<file path="config.mk">
export PLATFORM = sky130hd
export DESIGN_NAME = nand_page_ecc_encoder_core
export DESIGN_NICKNAME = d
export VERILOG_FILES = /design/src/rtl/npe_pkg.sv /design/src/rtl/npe_byte_step.sv /design/src/rtl/nand_page_ecc_encoder_core.sv
export SDC_FILE = /design/constraint.sdc
export NUM_CORES = 1
export LEC_CHECK = 0
export BUFFER_PORTS_ARGS = -buffer_cell sky130_fd_sc_hd__buf_2
export CAP_MARGIN = 40
export CORE_MARGIN = 4
export CORE_UTILIZATION = 29
export CTS_BUF_LIST = sky130_fd_sc_hd__clkbuf_4 sky130_fd_sc_hd__clkbuf_8
export DETAILED_ROUTE_END_ITERATION = 16
export PLACE_DENSITY = 0.49
export SKIP_CTS_REPAIR_TIMING = 1
export SYNTH_ARGS = -nofsm -noshare
export SYNTH_HDL_FRONTEND = slang
export SYNTH_SLANG_ARGS = --single-unit
</file>
<file path="constraint.sdc">
create_clock -name clk -period 10.45 [get_ports clk]
set_input_delay 1.5675 -clock clk [delete_from_list [all_inputs] [get_ports clk]]
set_output_delay 1.5675 -clock clk [all_outputs]
set_load 0.1 [all_outputs]
</file>
<file path="src/rtl/npe_pkg.sv">
// Shared constants and types for the NAND page ECC encoder.
package npe_pkg;

	localparam int unsigned SYN_W = 26;
	localparam int unsigned POS_W = 10;
	localparam int unsigned BIT_IDX_W = POS_W + 3;

	localparam logic [POS_W-1:0] PAGE_LAST_POS = 10'd527;
	localparam logic [BIT_IDX_W-1:0] DATA_BITS = 13'h1066;
	localparam logic [BIT_IDX_W-1:0] ECC_END_BITS = 13'h1080;
	localparam logic [SYN_W:0] LFSR_POLY = 27'h6954559;

	// Result of processing one page byte
	typedef struct packed {
		logic [7:0] data;
		logic [SYN_W-1:0] syn;
	} npe_step_t;

endpackage

</file>
<file path="src/rtl/npe_byte_step.sv">
// Eight-bit LFSR step: feeds data bits or inserts ECC bits for one page byte.
module npe_byte_step
	import npe_pkg::*;
(
	input  logic [SYN_W-1:0] syn_in,
	input  logic [POS_W-1:0] pos,
	input  logic [7:0]       data,
	output npe_step_t        step
);

	logic [SYN_W-1:0] syn;
	logic [SYN_W:0] v;
	logic [7:0] res;
	logic [BIT_IDX_W-1:0] bit_idx;

	// Walk the byte least significant bit first
	always_comb begin
		syn = (pos == '0) ? '0 : syn_in;
		res = data;
		v = '0;
		bit_idx = '0;
		for (int b = 0; b < 8; b++) begin
			bit_idx = {pos, 3'(b)};
			if (bit_idx < DATA_BITS) begin
				// shift an inverted data bit through the LFSR
				v = {1'b0, syn} ^ {{SYN_W{1'b0}}, ~data[b]};
				if (v[0]) begin
					v = v ^ LFSR_POLY;
				end
				syn = v[SYN_W:1];
			end else if (bit_idx < ECC_END_BITS) begin
				// emit an inverted parity bit and drain the register
				res[b] = ~syn[0];
				syn = {1'b0, syn[SYN_W-1:1]};
			end
		end
		step.data = res;
		step.syn = syn;
	end

endmodule

</file>
<file path="src/rtl/nand_page_ecc_encoder_core.sv">
// NAND page ECC encoder top level: input register, byte step, output register.
//
// Streams a 528-byte flash page one byte per transfer and returns it one byte
// per transfer, with 26 parity bits from a 26-bit LFSR written into page bit
// positions 4198..4223 (upper two bits of byte 524, all of bytes 525..527).
// The block takes one byte every clock cycle while the output is not stalled;
// an accepted byte is held in the input register and moves into the output
// register once the output register is empty or being read.
// The rate is set by the syndrome feedback loop, which performs all eight LFSR
// steps of a byte in one syndrome update. page_last marks byte 527; the byte count
// restarts at zero after reset and after every page, and the syndrome clears
// at each page start.
module nand_page_ecc_encoder_core
	import npe_pkg::*;
(
	input  logic       clk,
	input  logic       arst_n,
	input  logic       in_valid,
	output logic       in_ready,
	input  logic [7:0] data_in,
	output logic       out_valid,
	input  logic       out_ready,
	output logic [7:0] data_out,
	output logic       page_last
);

	logic v_s1;
	logic [7:0] data_s1;
	logic [POS_W-1:0] pos_s1;
	logic [POS_W-1:0] pos_q;
	logic [SYN_W-1:0] syn_q;
	logic adv_s1;
	logic in_xfer;
	npe_step_t step;

	assign adv_s1 = v_s1 && (!out_valid || out_ready);
	assign in_ready = !v_s1 || adv_s1;
	assign in_xfer = in_valid && in_ready;

	// Count bytes within the page
	always_ff @(posedge clk or negedge arst_n) begin
		if (!arst_n) begin
			pos_q <= '0;
		end else if (in_xfer) begin
			pos_q <= (pos_q == PAGE_LAST_POS) ? '0 : pos_q + POS_W'(1);
		end
	end

	// Hold the accepted byte with its position
	always_ff @(posedge clk or negedge arst_n) begin
		if (!arst_n) begin
			v_s1 <= 1'b0;
		end else if (in_ready) begin
			v_s1 <= in_valid;
		end
	end

	always_ff @(posedge clk) begin
		if (in_xfer) begin
			data_s1 <= data_in;
			pos_s1 <= pos_q;
		end
	end

	npe_byte_step u_step (
		.syn_in(syn_q),
		.pos   (pos_s1),
		.data  (data_s1),
		.step  (step)
	);

	// Advance the syndrome as each byte leaves the input register
	always_ff @(posedge clk or negedge arst_n) begin
		if (!arst_n) begin
			syn_q <= '0;
		end else if (adv_s1) begin
			syn_q <= step.syn;
		end
	end

	// Output register
	always_ff @(posedge clk or negedge arst_n) begin
		if (!arst_n) begin
			out_valid <= 1'b0;
		end else if (adv_s1) begin
			out_valid <= 1'b1;
		end else if (out_ready) begin
			out_valid <= 1'b0;
		end
	end

	always_ff @(posedge clk) begin
		if (adv_s1) begin
			data_out <= step.data;
			page_last <= (pos_s1 == PAGE_LAST_POS);
		end
	end

	// Byte count never leaves the page
	a_pos_range: assert property (@(posedge clk) disable iff (!arst_n)
		pos_q <= PAGE_LAST_POS)
		else $error("byte position out of page range");

	// Parity bits fully drain the LFSR by the end of a page
	a_syn_drained: assert property (@(posedge clk) disable iff (!arst_n)
		adv_s1 && (pos_s1 == PAGE_LAST_POS) |=> syn_q == '0)
		else $error("syndrome not empty after last page byte");

	// Last byte of the page is flagged at the output
	a_last_flag: assert property (@(posedge clk) disable iff (!arst_n)
		adv_s1 && (pos_s1 == PAGE_LAST_POS) |=> out_valid && page_last)
		else $error("page_last missing on final byte");

	// Byte count wraps after the final byte
	a_pos_wrap: assert property (@(posedge clk) disable iff (!arst_n)
		in_xfer && (pos_q == PAGE_LAST_POS) |=> pos_q == '0)
		else $error("byte position failed to wrap");

endmodule

</file>
### After elaboration in Yosys (flattened, before gate mapping)

Index checks and enable logic that the tools add are counted.

* memories kept: 0
* register bits: 65
* bits in latches: 0
* memory bits (read-only): 0
* memory bits (writable): 0

* mux-type cells: 44
* bitwise logic cells: 32
* divide/modulo/power cells: 0
* add/subtract/negate cells: 1
* reduce and logical (&&, ||, !) cells: 8
* $mul: 0
* shift operators: 0
* magnitude comparators: 16
* equality and inequality tests: 2

Operator list (count)
* $mux W26: 17
* $mux W27: 8
* $lt A13 B13 Y1 const B: 16
* $xor A26 B1 Y26: 8
* $not A13 Y13: 8
* $eq A10 B10 Y1 const B: 2
* $mux W1: 18
* $not A1 Y1: 16
* $add A10 B1 Y10 const B: 1
* $logic_not A10 Y1: 1
* $mux W10: 1
* $logic_and A1 B1 Y1: 2
* $logic_not A1 Y1: 2
* $logic_or A1 B1 Y1: 2
* $reduce_bool A2 Y1: 1

### Longest topological paths before layout

* depth in word-level cells: 34
* gate-level depth with buffers: 16

### Cells and area by module

A second synthesis with hierarchy kept.

* cells, all modules: 530
* area total of the unflattened synthesis: 5094.9 µm²

Modules (own cells, without submodules)
* npe_byte_step: instances 1, area each 2710.1 µm², sequential area each 0.0 µm², cells each 387
* nand_page_ecc_encoder_core: instances 1, area each 2384.8 µm², sequential area each 1761.7 µm², cells each 143

### Worst setup path after synthesis

No wires, ideal clock.

* path kind: input-to-reg
* start point: input out_ready
* end point: register pos_q[0]
* arrival time: 4.004 ns
* slack: 6.373 ns
* stages on the path: 7
* required time: 10.377 ns
* buffers on the path: 1
* cell sequence: nand3b_1 > and2_1 > clkbuf_1 > and3_1 > nand2_1 > and4b_1 > nor2_1

* word-level cells in the longest chain between the ends: 4

Ends and longest elaborated chain
* from (decl): RTL line nand_page_ecc_encoder_core.sv:22 `input logic out_ready,`
* $logic_or A1 B1 Y1: RTL line nand_page_ecc_encoder_core.sv:36 `assign adv_s1 = v_s1 && (!out_valid || out_ready);`
* $logic_and A1 B1 Y1: RTL line nand_page_ecc_encoder_core.sv:36
* $logic_or A1 B1 Y1: RTL line nand_page_ecc_encoder_core.sv:37 `assign in_ready = !v_s1 || adv_s1;`
* $logic_and A1 B1 Y1: RTL line nand_page_ecc_encoder_core.sv:38 `assign in_xfer = in_valid && in_ready;`
* net in_xfer: RTL line nand_page_ecc_encoder_core.sv:33 `logic in_xfer;`
* to (signal assigned): RTL line nand_page_ecc_encoder_core.sv:45 `pos_q <= (pos_q == PAGE_LAST_POS) ? '0 : pos_q + POS_W'(1);`
* to (decl): RTL line nand_page_ecc_encoder_core.sv:30 `logic [POS_W-1:0] pos_q;`

The timed path passes the listed nets, and every way through them passes these cells.
A chain may end at the register's enable or synchronous reset.

### Final worst setup path

* start point: register pos_s1[9]
* end point: register syn_q[12]

* word-level cells in the longest chain between the ends: 30
* elaborated cells on any way between the ends: 57

Ends and longest elaborated chain
* from (decl): RTL line nand_page_ecc_encoder_core.sv:29 `logic [POS_W-1:0] pos_s1;`
* from (signal assigned): RTL line nand_page_ecc_encoder_core.sv:61 `pos_s1 <= pos_q;`
* parallel branches: the longest is 29 deep, another holds $lt A13 B13 Y1
* $mux W26 *: RTL line npe_byte_step.sv:24 `if (bit_idx < DATA_BITS) begin`
* to (signal assigned): RTL line nand_page_ecc_encoder_core.sv:77 `syn_q <= step.syn;`
* to (decl): RTL line nand_page_ecc_encoder_core.sv:31 `logic [SYN_W-1:0] syn_q;`

Every way passes the cells marked *.

==> qor.csv <==
metric,value,unit
fmax,0.205,GHz
async_flop_share,58.5,%
synth_area,4630,sq um
cp_slowest_cell,nand4_1,
placed_cells,737,
crit_arrival,5160,ps
ff2ff_path_depth,11,
min_period,4880,ps
cp.depth,11,
final_nets,550,
rows,45,
required,10720,ps
cts-buffers-inserted,9,
avgSynthCellArea,8.92,sq um
status,finished clean,
wl_met1,6300,microns
clockBufferDepth,2,
placed_cell_area,4980,sq um
synth_top_area_share,20.5,%
maxSlewHeadroom,34.1,%
synth_nets,532,
yosys_most_used_dff,dfrtp_1,
setup_viol,0,
min_to,syn_q[5]$_DFFE_PN0P_,
port_buffers,22,
synth-seq-cells,65,
slew_viol_final,0,
fin_skew,14.5,ps
fp.dieArea,18000,sq um
min_path_cells,2,
met2_length,6170,microns
totalWireLength,13800,microns
firstDrtPassIters,6,
final_area,5170,sq um
cts_tree,yes,
cts_max_level,3,
wl_met3,1030,microns
grt_first_pass_wirelength,22100,microns
synthDistinctLibCells,68,
cts-root-buf,clkbuf_8,
drive_above_1_share,13.8,%
drt_iter0_markers,349,
chipWidth,134,microns
synth-edff-count,27,
wire_per_inst,18.4,microns
rsz0062_at_grt,no,
clk_pin_slew_worst_paths,80,ps
core_area,15400,sq um
place_hpwl,10100,microns
ir_worst_vdd,0.0994,mV
path_buf_inv,0,
finalNonFillerCells,753,
cpPeakStageDelay,600,ps
grt_use_total,16.0,%
seq_area_frac_synth,38.1,%
num_antenna_cells,0,
cts.sinks,65,
vias_per_cell,5.31,
cp_max_fo,15,
ys.warnings.count,0,
gp_congestion,0.923,
worstPathCellList,and3_1 -> nand4_1 -> o2bb2ai_1 -> a211oi_1 -> xnor2_1 -> xnor2_1 -> mux2i_1 -> and2_1 -> nand2_1 -> or4_1 -> o211a_1,
leakagePower,2.03,nW
gr-total-overflow,0,
p_per_area,338,nW/um^2
end_kind,flip-flop,
worstSetupPathType,reg -> reg,
grt_start_max_net_pins,34,
final.period_utilization,46.7,%
r2r_slack,5570,ps
postLayoutCoreUtil,33.5,%
fp.dieH,134,microns
drv_cap,0,
synthCells,519,
topRoutingLayerUsed,met4,
cp_common_cell,xnor2_1,
synthTopCellsByArea,"dfrtp_1 (21%), edfxtp_1 (18%), xnor2_1 (11%)",
synth_largest_area_cell,dfrtp_1,
clk_latency,380,ps
drtAntennaViolNets,0,
io_pins,23,
tns,0,ps
hold_start,syn_q[5]$_DFFE_PN0P_,
areaGrowthSynthToFinish,11.7,%
worstReg2RegStart,pos_s1[9]$_DFFE_PP_,
hold_viol,0,
num_vias,3996,
antenna_found_initial,0,
initial_core_util,30.0,%
tightest_slew,980,ps
start_kind,flip-flop,
drc,0,
hold_class,reg -> reg,
first_global_vias,3723,
cp_top_family,simple AND/OR/NAND/NOR gates,
reg2reg_to,syn_q[12]$_DFFE_PN0P_,
[cells by family (layout without fill, tap and decap cells)]
logic type               after synthesis  after routing  share of synthesized area (%)
AO/OA/AOI/OAI                        137            137                           19.6
XOR/XNOR                              77             77                           16.2
adder cells (fa/ha/maj)                1              1                          0.270
buffers and inverters                 32             55                           3.00
flip-flops                            65             65                           38.1
multiplexers                          13             13                           3.16
AND/OR/NAND/NOR                      194            194                           19.7
[worst min-delay path: stages (launching register included)]
cell	delay (ps)
dfrtp_1	340
nand2_1	50
o21ai_1	60
[cell usage in the layout (no fill, tap or decap), types with 11 or more instances in the layout]
| cell | synthesis | final |
|---|---|---|
| xor2_1 | 13 | 13 |
| o21ai_0 | 39 | 39 |
| a21oi_1 | 21 | 21 |
| nor3_1 | 14 | 14 |
| nand2_1 | 88 | 88 |
| edfxtp_1 | 27 | 27 |
| xnor2_1 | 57 | 57 |
| buf_4 | 0 | 11 |
| nor2_1 | 31 | 31 |
| dfrtp_1 | 38 | 38 |
| buf_2 | 3 | 22 |
[registers in the layout (all words and copies together) (netlist names)]
| register | cells |
|---|---|
| pos_s1 | 10 |
| pos_q | 10 |
| syn_q | 26 |
| out_valid | 1 |
| data_s1 | 8 |
| data_out | 8 |
| v_s1 | 1 |
| page_last | 1 |
[report_power, final]
part	total [W]	leakage, nW	internal [W]	switching, W
Clock	0.000207	0.0942	0.0000947	0.000112
Combinational	0.00110	1.21	0.000481	0.000616
Sequential	0.000445	0.727	0.000345	0.0000999
[layer usage]
metal	vias to the layer above	GRT usage [%]
met1	1904	23.0
met4	0	6.84
met5	-	0
met2	161	23.3
met3	30	3.15
li1	1901	-
[cells in the mapped netlist (all sizes together), types with 9 or more instances]
cell type and number:
mux2i 10, nand2 88, xnor2 60, nand3 9, edfxtp 27, xor2 14, nor3 15, o21ai 50
a21oi 22, clkbuf 20, nor2 34, a31oi 10, dfrtp 38
[per-stage QoR]
step	total power [W]	setup WS (ps)	hold slack, ps
2_1_floorplan	0.00129	6370	447
3_3_place_gp	0.00152	5320	469
3_5_place_dp	0.00153	5640	476
4_1_cts	0.00175	5630	492
5_1_grt	0.00188	5250	519
6_report	0.00175	5570	485
[how the worst max path moves through the flow]
stage                            endpoint           startpoint  slack, ps
global route        syn_q[12]$_DFFE_PN0P_  pos_s1[9]$_DFFE_PP_       5250
floorplan            pos_q[0]$_DFFE_PN0P_            out_ready       6370
CTS                 syn_q[12]$_DFFE_PN0P_  pos_s1[9]$_DFFE_PP_       5630
finish              syn_q[12]$_DFFE_PN0P_  pos_s1[9]$_DFFE_PP_       5570
global placement    syn_q[12]$_DFFE_PN0P_  pos_s1[9]$_DFFE_PP_       5320
detailed placement  syn_q[12]$_DFFE_PN0P_  pos_s1[9]$_DFFE_PP_       5640
[final cells by class]
| cell class | count | area [sq um] |
|---|---|---|
| well taps | 211 | 264 |
| inverters | 5 | 18.8 |
| repair buffers | 34 | 213 |
| multi-input cells | 422 | 2730 |
| clock buffers | 10 | 138 |
| clock inverters | 6 | 46.3 |
| fillers | 1591 | 10300 |
| flip-flops and latches | 65 | 1760 |
(Power assumes the default switching activity.)
